$ cat config.mk
export PLATFORM = sky130hd
export DESIGN_NAME = teletext_header_lock_tracker_top
export DESIGN_NICKNAME = d
export VERILOG_FILES = /design/src/rtl/ttx_pkg.sv /design/src/rtl/ttx_fifo.sv /design/src/rtl/ttx_front.sv /design/src/rtl/ttx_back.sv /design/src/rtl/teletext_header_lock_tracker_top.sv
export SDC_FILE = /design/constraint.sdc
export NUM_CORES = 2
export LEC_CHECK = 0
export ABC_CLOCK_PERIOD_IN_PS = 11900
export BUFFER_PORTS_ARGS = -buffer_cell sky130_fd_sc_hd__buf_2
export CORE_AREA = 4 4 294 296
export DETAILED_ROUTE_END_ITERATION = 12
export DIE_AREA = 0 0 298 300
export PLACE_DENSITY_LB_ADDON = 0.25
export SLEW_MARGIN = 20
export SYNTH_ARGS = -nofsm -noshare
export SYNTH_HDL_FRONTEND = slang
export SYNTH_SLANG_ARGS = --single-unit
$ cat constraint.sdc
create_clock -name clk -period 11.9 [get_ports clk]
set_input_delay 1.19 -clock clk [delete_from_list [all_inputs] [get_ports clk]]
set_output_delay 1.19 -clock clk [all_outputs]
set_load 0.01 [all_outputs]
$ cat src/rtl/ttx_pkg.sv
`timescale 1ns / 1ps

package ttx_pkg;

    // Widest header the block supports and the byte index width that covers it.
    localparam int MAX_HEADER_LENGTH = 32;
    localparam int POS_W             = 5;

    localparam logic [7:0] CHAR_SPACE = 8'h20;
    localparam logic [7:0] CHAR_NONE  = 8'hFF;

    // Configuration register indexes.
    localparam logic [1:0] REG_MAX_MISMATCH = 2'd0;
    localparam logic [1:0] REG_MIN_REPEATS  = 2'd1;
    localparam logic [1:0] REG_MIN_BIT_ERR  = 2'd2;

    localparam logic [3:0] MAX_MISMATCH_RST = 4'd10;
    localparam logic [1:0] MIN_REPEATS_RST  = 2'd3;
    localparam logic [6:0] MIN_BIT_ERR_RST  = 7'd8;

    localparam int QUEUE_DEPTH  = 2;
    localparam int RESULT_DEPTH = 2;

    typedef struct packed {
        logic [3:0] max_mismatch;
        logic [1:0] min_repeats;
        logic [6:0] min_bit_errors;
    } cfg_t;

    typedef struct packed {
        logic             restart;
        logic             decimal;
        logic             parity_ok;
        logic             last;
        logic [POS_W-1:0] idx;
        logic [6:0]       dec;
        logic [7:0]       c0;
        logic [7:0]       c1;
        logic [7:0]       c2;
    } entry_t;

    typedef struct packed {
        logic       locked;
        logic       output_enable;
        logic       source_ok;
        logic [3:0] number_position;
        logic [3:0] mismatch_count;
    } result_t;

    function automatic logic [7:0] hex_char(input logic [3:0] d);
        if (d < 4'd10)
        begin
            return 8'h30 + {4'h0, d};
        end
        return 8'h37 + {4'h0, d};
    endfunction

    function automatic logic [3:0] popcount8(input logic [7:0] v);
        logic [3:0] n;
        n = 4'd0;
        for (int i = 0; i < 8; i++)
        begin
            n = n + {3'b000, v[i]};
        end
        return n;
    endfunction

endpackage

$ cat src/rtl/ttx_fifo.sv
`timescale 1ns / 1ps

module ttx_fifo
    import ttx_pkg::*;
#(
    parameter int WIDTH = 8,
    parameter int DEPTH = 2
) (
    input  logic             clk,
    input  logic             rst_n,
    input  logic             wr_en,
    input  logic [WIDTH-1:0] wr_data,
    input  logic             rd_en,
    output logic [WIDTH-1:0] rd_data,
    output logic             full,
    output logic             empty
);

    localparam int AW = (DEPTH > 1) ? $clog2(DEPTH) : 1;

    logic [WIDTH-1:0] mem_reg [DEPTH];
    logic [AW-1:0]    wr_ptr_reg;
    logic [AW-1:0]    wr_ptr_next;
    logic [AW-1:0]    rd_ptr_reg;
    logic [AW-1:0]    rd_ptr_next;
    logic [AW:0]      count_reg;
    logic [AW:0]      count_next;
    logic             do_wr;
    logic             do_rd;

    assign full    = (count_reg == (AW+1)'(DEPTH));
    assign empty   = (count_reg == '0);
    assign rd_data = mem_reg[rd_ptr_reg];
    assign do_wr   = wr_en && !full;
    assign do_rd   = rd_en && !empty;

    always_comb
    begin
        wr_ptr_next = wr_ptr_reg;
        rd_ptr_next = rd_ptr_reg;
        count_next  = count_reg;
        if (do_wr)
        begin
            wr_ptr_next = (wr_ptr_reg == AW'(DEPTH - 1)) ? '0 : wr_ptr_reg + 1'b1;
        end
        if (do_rd)
        begin
            rd_ptr_next = (rd_ptr_reg == AW'(DEPTH - 1)) ? '0 : rd_ptr_reg + 1'b1;
        end
        if (do_wr && !do_rd)
        begin
            count_next = count_reg + 1'b1;
        end
        else if (do_rd && !do_wr)
        begin
            count_next = count_reg - 1'b1;
        end
    end

    always_ff @(posedge clk or negedge rst_n)
    begin
        if (!rst_n)
        begin
            wr_ptr_reg <= '0;
            rd_ptr_reg <= '0;
            count_reg  <= '0;
        end
        else
        begin
            wr_ptr_reg <= wr_ptr_next;
            rd_ptr_reg <= rd_ptr_next;
            count_reg  <= count_next;
        end
    end

    always_ff @(posedge clk)
    begin
        if (do_wr)
        begin
            mem_reg[wr_ptr_reg] <= wr_data;
        end
    end

endmodule

$ cat src/rtl/ttx_front.sv
`timescale 1ns / 1ps

module ttx_front
    import ttx_pkg::*;
#(
    parameter int HEADER_LENGTH = 17
) (
    input  logic        clk,
    input  logic        rst_n,
    input  logic        push,
    input  logic        queue_full,
    input  logic        action,
    input  logic [7:0]  header_byte,
    input  logic [11:0] page_number,
    output logic        queue_wr,
    output entry_t      entry
);

    logic [POS_W-1:0] byte_pos_reg;
    logic [POS_W-1:0] byte_pos_next;
    logic             last_byte;
    logic [11:0]      pn_adj;

    assign queue_wr  = push && !queue_full;
    assign last_byte = (byte_pos_reg == POS_W'(HEADER_LENGTH - 1));
    assign pn_adj    = (page_number < 12'h100) ? page_number + 12'h800 : page_number;

    always_comb
    begin
        entry.restart   = action;
        entry.decimal   = (page_number[3:0] <= 4'd9) && (page_number[7:4] <= 4'd9);
        entry.parity_ok = ^header_byte;
        entry.last      = !action && last_byte;
        entry.idx       = byte_pos_reg;
        entry.dec       = header_byte[6:0];
        entry.c0        = hex_char(pn_adj[11:8]);
        entry.c1        = hex_char(pn_adj[7:4]);
        entry.c2        = hex_char(pn_adj[3:0]);
    end

    always_comb
    begin
        byte_pos_next = byte_pos_reg;
        if (queue_wr)
        begin
            if (action || last_byte)
            begin
                byte_pos_next = '0;
            end
            else
            begin
                byte_pos_next = byte_pos_reg + 1'b1;
            end
        end
    end

    always_ff @(posedge clk or negedge rst_n)
    begin
        if (!rst_n)
        begin
            byte_pos_reg <= '0;
        end
        else
        begin
            byte_pos_reg <= byte_pos_next;
        end
    end

endmodule

$ cat src/rtl/ttx_back.sv
`timescale 1ns / 1ps

module ttx_back
    import ttx_pkg::*;
#(
    parameter int HEADER_LENGTH = 17
) (
    input  logic    clk,
    input  logic    rst_n,
    input  cfg_t    cfg,
    input  entry_t  ent,
    input  logic    queue_empty,
    output logic    queue_rd,
    input  logic    result_full,
    output logic    result_wr,
    output result_t result
);

    localparam int IW = $clog2(HEADER_LENGTH);
    localparam int SW = HEADER_LENGTH - 2;
    localparam logic [5:0] CMP_MIN    = 6'(HEADER_LENGTH / 2);
    localparam logic [5:0] BLANK_MAX  = 6'(HEADER_LENGTH * 2 / 3);
    localparam logic [5:0] PARERR_MAX = 6'(HEADER_LENGTH / 4);

    logic [7:0]    ref_reg [HEADER_LENGTH];
    logic [7:0]    cur_reg [HEADER_LENGTH];
    logic [1:0]    rep_reg [HEADER_LENGTH];
    logic [7:0]    ref_n   [HEADER_LENGTH];
    logic          lock_reg;
    logic          lock_next;
    logic [3:0]    mm_reg;
    logic [3:0]    mm_next;
    logic [IW-1:0] dp_reg;
    logic [IW-1:0] dp_next;
    logic          found_reg;
    logic          found_next;
    logic [6:0]    bds_reg;
    logic [4:0]    blank_reg;
    logic [4:0]    par_reg;
    logic [4:0]    sdiff_reg;
    logic [4:0]    stab_reg;
    logic [6:0]    bds_n;
    logic [4:0]    blank_n;
    logic [4:0]    par_n;
    logic [4:0]    sdiff_n;
    logic [4:0]    stab_n;

    logic          step;
    logic [IW-1:0] iw;
    logic [7:0]    dec8;
    logic [7:0]    ref_b;
    logic [7:0]    cur_b;
    logic [1:0]    rep_b;
    logic [7:0]    ref_w;
    logic [7:0]    cur_w;
    logic [1:0]    rep_w;
    logic          skip;
    logic [3:0]    bds_inc;
    logic          blank_inc;
    logic          par_inc;
    logic          sdiff_inc;
    logic          stab_inc;
    logic [7:0]    bds_sum;
    logic [5:0]    blank_sum;
    logic [5:0]    par_sum;
    logic [5:0]    sdiff_sum;
    logic [5:0]    stab_sum;
    logic [SW-1:0] match;
    logic [IW-1:0] srch_pos;
    logic          srch_found;
    logic          relock;

    assign step      = !queue_empty && !result_full;
    assign queue_rd  = step;
    assign result_wr = step && ent.last;

    assign iw    = ent.idx[IW-1:0];
    assign dec8  = {1'b0, ent.dec};
    assign ref_b = ref_reg[iw];
    assign cur_b = cur_reg[iw];
    assign rep_b = rep_reg[iw];
    assign skip  = found_reg && ({1'b0, iw} >= {1'b0, dp_reg})
                   && ({1'b0, iw} <= {1'b0, dp_reg} + (IW+1)'(2));

    always_comb
    begin
        ref_w     = ref_b;
        cur_w     = cur_b;
        rep_w     = rep_b;
        bds_inc   = 4'd0;
        blank_inc = 1'b0;
        par_inc   = 1'b0;
        sdiff_inc = 1'b0;
        stab_inc  = 1'b0;
        if (ent.decimal)
        begin
            if (lock_reg)
            begin
                if (!skip)
                begin
                    if (ent.parity_ok)
                    begin
                        if (dec8 != ref_b)
                        begin
                            bds_inc = popcount8(dec8 ^ ref_b);
                        end
                        blank_inc = (dec8 == CHAR_SPACE);
                        if (dec8 != cur_b)
                        begin
                            cur_w = dec8;
                            rep_w = 2'd1;
                        end
                        else if (rep_b < cfg.min_repeats)
                        begin
                            rep_w = rep_b + 2'd1;
                        end
                    end
                    else if (ref_b != CHAR_NONE)
                    begin
                        par_inc = 1'b1;
                    end
                    sdiff_inc = (rep_w >= cfg.min_repeats) && (cur_w != ref_b);
                end
            end
            else
            begin
                if (ent.parity_ok)
                begin
                    if ((rep_b == 2'd0) || (dec8 != ref_b))
                    begin
                        ref_w = dec8;
                        rep_w = 2'd1;
                    end
                    else if (rep_b < cfg.min_repeats)
                    begin
                        rep_w = rep_b + 2'd1;
                    end
                end
                stab_inc = (rep_w >= cfg.min_repeats);
            end
        end
    end

    always_comb
    begin
        bds_sum   = {1'b0, bds_reg} + {4'h0, bds_inc};
        blank_sum = {1'b0, blank_reg} + {5'h00, blank_inc};
        par_sum   = {1'b0, par_reg} + {5'h00, par_inc};
        sdiff_sum = {1'b0, sdiff_reg} + {5'h00, sdiff_inc};
        stab_sum  = {1'b0, stab_reg} + {5'h00, stab_inc};
        bds_n     = bds_sum[7] ? 7'd127 : bds_sum[6:0];
        blank_n   = blank_sum[5] ? 5'd31 : blank_sum[4:0];
        par_n     = par_sum[5] ? 5'd31 : par_sum[4:0];
        sdiff_n   = sdiff_sum[5] ? 5'd31 : sdiff_sum[4:0];
        stab_n    = stab_sum[5] ? 5'd31 : stab_sum[4:0];
    end

    // Digit search over the reference as it stands after this byte.
    always_comb
    begin
        for (int i = 0; i < HEADER_LENGTH; i++)
        begin
            ref_n[i] = (IW'(i) == iw) ? ref_w : ref_reg[i];
        end
        for (int i = 0; i < SW; i++)
        begin
            match[i] = (ref_n[i] == ent.c0) && (ref_n[i+1] == ent.c1)
                       && (ref_n[i+2] == ent.c2);
        end
        srch_pos   = '0;
        srch_found = 1'b0;
        for (int i = SW - 1; i >= 0; i--)
        begin
            if (match[i])
            begin
                srch_pos   = IW'(i);
                srch_found = 1'b1;
            end
        end
    end

    always_comb
    begin
        lock_next  = lock_reg;
        mm_next    = mm_reg;
        dp_next    = dp_reg;
        found_next = found_reg;
        relock     = 1'b0;
        if (ent.last && ent.decimal)
        begin
            if (lock_reg)
            begin
                if (sdiff_n != 5'd0)
                begin
                    mm_next   = cfg.max_mismatch;
                    lock_next = 1'b0;
                end
                else if (({1'b0, par_n} <= PARERR_MAX)
                         && (({1'b0, blank_n} + {1'b0, par_n}) <= BLANK_MAX)
                         && (bds_n >= cfg.min_bit_errors))
                begin
                    mm_next = (mm_reg == 4'hF) ? 4'hF : mm_reg + 4'd1;
                    if (mm_next >= cfg.max_mismatch)
                    begin
                        lock_next = 1'b0;
                    end
                end
                else
                begin
                    mm_next = 4'd0;
                end
            end
            else if ({1'b0, stab_n} >= CMP_MIN)
            begin
                dp_next    = srch_pos;
                found_next = srch_found;
                if (srch_found)
                begin
                    relock    = 1'b1;
                    mm_next   = 4'd0;
                    lock_next = 1'b1;
                end
            end
        end
    end

    always_comb
    begin
        result.locked          = lock_next;
        result.output_enable   = (mm_next == 4'd0);
        result.source_ok       = (mm_next < cfg.max_mismatch);
        result.number_position = found_next ? 4'(dp_next) : 4'hF;
        result.mismatch_count  = mm_next;
    end

    always_ff @(posedge clk or negedge rst_n)
    begin
        if (!rst_n)
        begin
            for (int i = 0; i < HEADER_LENGTH; i++)
            begin
                ref_reg[i] <= CHAR_NONE;
                cur_reg[i] <= 8'h00;
                rep_reg[i] <= 2'd0;
            end
            lock_reg  <= 1'b0;
            mm_reg    <= 4'd0;
            dp_reg    <= '0;
            found_reg <= 1'b1;
            bds_reg   <= '0;
            blank_reg <= '0;
            par_reg   <= '0;
            sdiff_reg <= '0;
            stab_reg  <= '0;
        end
        else if (step)
        begin
            if (ent.restart)
            begin
                for (int i = 0; i < HEADER_LENGTH; i++)
                begin
                    ref_reg[i] <= CHAR_NONE;
                    rep_reg[i] <= 2'd0;
                end
                lock_reg  <= 1'b0;
                bds_reg   <= '0;
                blank_reg <= '0;
                par_reg   <= '0;
                sdiff_reg <= '0;
                stab_reg  <= '0;
            end
            else
            begin
                ref_reg[iw] <= ref_w;
                if (relock)
                begin
                    for (int i = 0; i < HEADER_LENGTH; i++)
                    begin
                        rep_reg[i] <= 2'd1;
                        cur_reg[i] <= ref_n[i];
                    end
                end
                else
                begin
                    cur_reg[iw] <= cur_w;
                    rep_reg[iw] <= rep_w;
                end
                lock_reg  <= lock_next;
                mm_reg    <= mm_next;
                dp_reg    <= dp_next;
                found_reg <= found_next;
                if (ent.last)
                begin
                    bds_reg   <= '0;
                    blank_reg <= '0;
                    par_reg   <= '0;
                    sdiff_reg <= '0;
                    stab_reg  <= '0;
                end
                else
                begin
                    bds_reg   <= bds_n;
                    blank_reg <= blank_n;
                    par_reg   <= par_n;
                    sdiff_reg <= sdiff_n;
                    stab_reg  <= stab_n;
                end
            end
        end
    end

    a_restart_unlocks: assert property (@(posedge clk) disable iff (!rst_n)
        step && ent.restart |=> !lock_reg)
        else $error("lock survived a restart");

    a_lock_has_digits: assert property (@(posedge clk) disable iff (!rst_n)
        lock_reg |-> found_reg)
        else $error("locked without page number digits");

    a_lock_at_header_end: assert property (@(posedge clk) disable iff (!rst_n)
        $rose(lock_reg) |-> $past(step && ent.last))
        else $error("lock rose outside the end of a header");

    a_result_room: assert property (@(posedge clk) disable iff (!rst_n)
        result_wr |-> !result_full && !queue_empty)
        else $error("result written without room");

endmodule

$ cat src/rtl/teletext_header_lock_tracker_top.sv
`timescale 1ns / 1ps

// Teletext header lock tracker.
// Input queue: present one header byte (action 0) or a restart (action 1) with
// the page number of its header; the item is taken at an edge with push high
// and full low. HEADER_LENGTH bytes make one header.
// Result queue: after the last byte of each header one result waits on the
// result ports while empty is low; it is taken at an edge with pop high.
// Bytes other than the last, and restarts, give no result.
// Throughput is one item per cycle while the result queue has room; a classifier
// in front feeds a two-entry queue, and the tracker behind it retires one item
// per cycle. The tracker's result for a header's last byte is registered into
// the result queue and shown on its ports. When pop is held low the two-entry
// result queue fills, the tracker stops, the input queue fills and full rises.
// Reset clears the reference header, repeat counts, lock and counters at once;
// no clearing pass follows. Registers on the APB port sit at byte addresses 0,
// 4 and 8, to be written by the user only while idle; the block does not check.
module teletext_header_lock_tracker_top
    import ttx_pkg::*;
#(
    parameter int HEADER_LENGTH = 17
) (
    input  logic        clk,
    input  logic        rst_n,
    input  logic        push,
    output logic        full,
    input  logic        action,
    input  logic [7:0]  header_byte,
    input  logic [11:0] page_number,
    output logic        empty,
    input  logic        pop,
    output logic        locked,
    output logic        output_enable,
    output logic        source_ok,
    output logic [3:0]  number_position,
    output logic [3:0]  mismatch_count,
    input  logic        psel,
    input  logic        penable,
    input  logic        pwrite,
    input  logic [3:0]  paddr,
    input  logic [31:0] pwdata,
    output logic [31:0] prdata,
    output logic        pready
);

    cfg_t    cfg_reg;
    cfg_t    cfg_next;
    logic    cfg_wr;
    entry_t  front_entry;
    entry_t  back_entry;
    logic    front_wr;
    logic    queue_full;
    logic    queue_empty;
    logic    queue_rd;
    logic    result_wr;
    logic    result_full;
    result_t back_result;
    result_t head_result;

    assign pready = 1'b1;
    assign cfg_wr = psel && penable && pwrite && pready;

    always_comb
    begin
        cfg_next = cfg_reg;
        if (cfg_wr)
        begin
            case (paddr[3:2])
                REG_MAX_MISMATCH: cfg_next.max_mismatch   = pwdata[3:0];
                REG_MIN_REPEATS:  cfg_next.min_repeats    = pwdata[1:0];
                REG_MIN_BIT_ERR:  cfg_next.min_bit_errors = pwdata[6:0];
                default:          cfg_next = cfg_reg;
            endcase
        end
    end

    always_comb
    begin
        case (paddr[3:2])
            REG_MAX_MISMATCH: prdata = {28'h0, cfg_reg.max_mismatch};
            REG_MIN_REPEATS:  prdata = {30'h0, cfg_reg.min_repeats};
            REG_MIN_BIT_ERR:  prdata = {25'h0, cfg_reg.min_bit_errors};
            default:          prdata = 32'h0;
        endcase
    end

    always_ff @(posedge clk or negedge rst_n)
    begin
        if (!rst_n)
        begin
            cfg_reg.max_mismatch   <= MAX_MISMATCH_RST;
            cfg_reg.min_repeats    <= MIN_REPEATS_RST;
            cfg_reg.min_bit_errors <= MIN_BIT_ERR_RST;
        end
        else
        begin
            cfg_reg <= cfg_next;
        end
    end

    assign full = queue_full;

    ttx_front #(
        .HEADER_LENGTH (HEADER_LENGTH)
    ) u_front (
        .clk         (clk),
        .rst_n       (rst_n),
        .push        (push),
        .queue_full  (queue_full),
        .action      (action),
        .header_byte (header_byte),
        .page_number (page_number),
        .queue_wr    (front_wr),
        .entry       (front_entry)
    );

    ttx_fifo #(
        .WIDTH ($bits(entry_t)),
        .DEPTH (QUEUE_DEPTH)
    ) u_queue (
        .clk     (clk),
        .rst_n   (rst_n),
        .wr_en   (front_wr),
        .wr_data (front_entry),
        .rd_en   (queue_rd),
        .rd_data (back_entry),
        .full    (queue_full),
        .empty   (queue_empty)
    );

    ttx_back #(
        .HEADER_LENGTH (HEADER_LENGTH)
    ) u_back (
        .clk         (clk),
        .rst_n       (rst_n),
        .cfg         (cfg_reg),
        .ent         (back_entry),
        .queue_empty (queue_empty),
        .queue_rd    (queue_rd),
        .result_full (result_full),
        .result_wr   (result_wr),
        .result      (back_result)
    );

    ttx_fifo #(
        .WIDTH ($bits(result_t)),
        .DEPTH (RESULT_DEPTH)
    ) u_result (
        .clk     (clk),
        .rst_n   (rst_n),
        .wr_en   (result_wr),
        .wr_data (back_result),
        .rd_en   (pop),
        .rd_data (head_result),
        .full    (result_full),
        .empty   (empty)
    );

    assign locked          = head_result.locked;
    assign output_enable   = head_result.output_enable;
    assign source_ok       = head_result.source_ok;
    assign number_position = head_result.number_position;
    assign mismatch_count  = head_result.mismatch_count;

endmodule
==> metrics.txt <==
Seq cells post-synth 465; Mapped Area 0.0333 mm2; total negative slack 0 ps; Worst Tran Pin Value roughly 1300 ps; Synth area leader dfrtp_1; final setup vio count 0; hold_buf cts 0; mean post-synth cell area roughly 8.6 um2; min cycle time layout 10680 ps; FP Rows between 100 and 150; TritonCTS clock tree done; Max Freq ~94 MHz; met3 usage 0.106; GPL Wtd Cong 1.10; VDD IR max 151 uV; number of CTS-inserted buffers 56; clk_lat worst skew 650 ps; share of cells above drive strength 1 0.168; Synth cell types 102; async set or reset register ratio after synthesis 0.794; GRT Max-Usage Layer met1; grt ovf 0; Longest Clk Path Bufs 3; area of the multi-input gates just under 0.02 mm2; GRT Overall Usage 0.354; Residual DRC 0; Synth Warn # 0; post-route clock skew approximately 34 ps; Pins Over Slew Limit 0; M2 GR Usage 0.487; nets@finish 3980; initial antenna violation count 5; cells after synthesis 3869; HPWL after DPL approximately 120000 um; critical path arrival ~11000 ps; critical path's slowest cell mux2_2; Initial DRT Pass Iterations 6; CTS H-tree depth 2; WL/cell ~33 um; CTS resizes 0; initial core utilization 0.398; CP Capture Type flip-flop; number of global-route vias before repair ~30000; largest net degree at the start of global routing about 110; Crit path largest cell delay 930 ps; period utilization 0.898; Hold Crit Class reg2reg; crit-path max FO 25; clock slew at reported path FFs around 60 ps; top post-synthesis cells by area dfrtp_1, dfstp_2, edfxtp_1; fillers 8355; die height 300 um; via count 33600; Top FF cell, synth dfrtp_1; PD cells 290 mW/mm2; number of I/O pins 110; DR vias/cell 6.74; Area Overhead vs Synth 11.3%; DRT iter0 DRCs 5117; Post-DRT Antenna Nets 0; Hold Vio Cnt, Final 0; CORE AREA 0.0836 mm2; run status finished clean; WS Path Type reg2reg; M1 GR Usage 0.503; Total Wirelength 165000 um; Die Area around 0.089 mm2; # port buffers 56; CTS root buffer clkbuf_16; first-pass GRT wire length 230000 um; Seq/Total Area, Yosys 0.370; Worst EP required 12350 ps; die width slightly below 300 um; CP startpoint kind flip-flop; EDFF count, synth 96; clock sinks about 470; Reg area approximately 0.012 mm2; Lkg Pwr 14.5 nW; max-cap viol count 0; Max-slew headroom 0.155; RSZ-0062 raised after global routing no; fin util 0.443; Synth top area share 0.171; Post-CTS Setup Repair Bufs 0
[kinds of logic after synthesis]
family,share of synthesized area
compound gates,0.211
xor+xnor,0.0766
fa+ha+maj,0.0266
buf+inv,0.0536
flops,0.370
mux,0.0490
other cells,0.000226
simple gates,0.213
[critical path: cells and delay by family (launching register included)]
| kind | cells | cell delay, ps |
|---|---|---|
| fa+ha+maj | 7 | 2740 |
| flops | 1 | 710 |
| compound gates | 14 | 3270 |
| xor+xnor | 1 | 230 |
| simple gates | 11 | 1660 |
| buf+inv | 4 | 870 |
| mux | 1 | 930 |
[path summary, 6_finish.rpt]
check,end,slack (ps),startpoint,depth (start not counted)
max,u_result.mem_reg[1][8]$_DFFE_PP_,1220,u_queue.mem_reg[1][31]$_DFFE_PP_,38
min,u_back.bds_reg[0]$_DFFE_PN0P_,500,u_back.bds_reg[0]$_DFFE_PN0P_,2
max reg2reg,u_result.mem_reg[1][8]$_DFFE_PP_,1220,u_queue.mem_reg[1][31]$_DFFE_PP_,38
min reg2reg,u_back.bds_reg[0]$_DFFE_PN0P_,500,u_back.bds_reg[0]$_DFFE_PN0P_,2
max in group asynchronous,u_back.cur_reg[28]$_DFFE_PN0P_,8730,rst_n,4
min in group asynchronous,u_front.byte_pos_reg[3]$_DFFE_PN0P_,630,rst_n,1
[layer usage]
| layer | routed length (um) | share of wire |
|---|---|---|
| met5 | 72 | 0.00044 |
| met4 | 10400 | 0.063 |
| met3 | 21300 | 0.13 |
| met2 | 64900 | 0.39 |
| met1 | 68100 | 0.41 |
[area by class of cell]
cell class / count / area share
antenna: 1 / 0.0000676
multi-input combinational: 3023 / 0.528
timing repair buffer: 216 / 0.0413
sequential: 465 / 0.332
clock buffer: 79 / 0.0457
inverter: 87 / 0.00889
clock inverter: 27 / 0.00774
tap: 1080 / 0.0365
[metrics by stage]
step,area [um2],hold slack (ps),cells,setup WS [ps],total power [mW]
finish,37000,496,4978,1220,10.7
global route,37000,508,4977,552,11.0
CTS,37000,491,4977,1370,10.4
detailed placement,35000,477,4871,1430,8.57
global placement,35000,471,4871,1490,8.54
floorplan,33400,454,3893,3080,6.04
[synthesized netlist by cell type, drive strengths merged, types with 61 or more instances]
master and instances:
nand2 456, nor2 346, a21oi 267, xnor2 250, dfrtp 227, nand3 218
clkbuf 186, o21ai 176, nor3 143, dfstp 142, buf 132, edfxtp 96
inv 85, o221ai 78, mux2i 67, a31oi 61, ha 61
[power breakdown]
part	switching (mW)	total (mW)	internal, mW
combinational	4.59	6.47	1.88
clock	0.729	1.83	1.10
sequential	0.341	2.42	2.08
[cells in the final DEF (no fill, tap or decap), types with 57 or more instances in the layout]
master,Yosys,final
xnor2_1,250,249
ha_1,61,61
edfxtp_1,96,96
nor3_1,140,139
inv_1,79,79
clkbuf_16,0,59
o221ai_1,78,78
nand2_1,456,455
buf_4,35,157
a21oi_1,266,264
a31oi_1,57,57
nand3_1,218,218
dfrtp_1,227,226
o21ai_0,155,154
dfstp_2,142,142
nor2_1,343,330
Power figures use the tool's default switching activity.
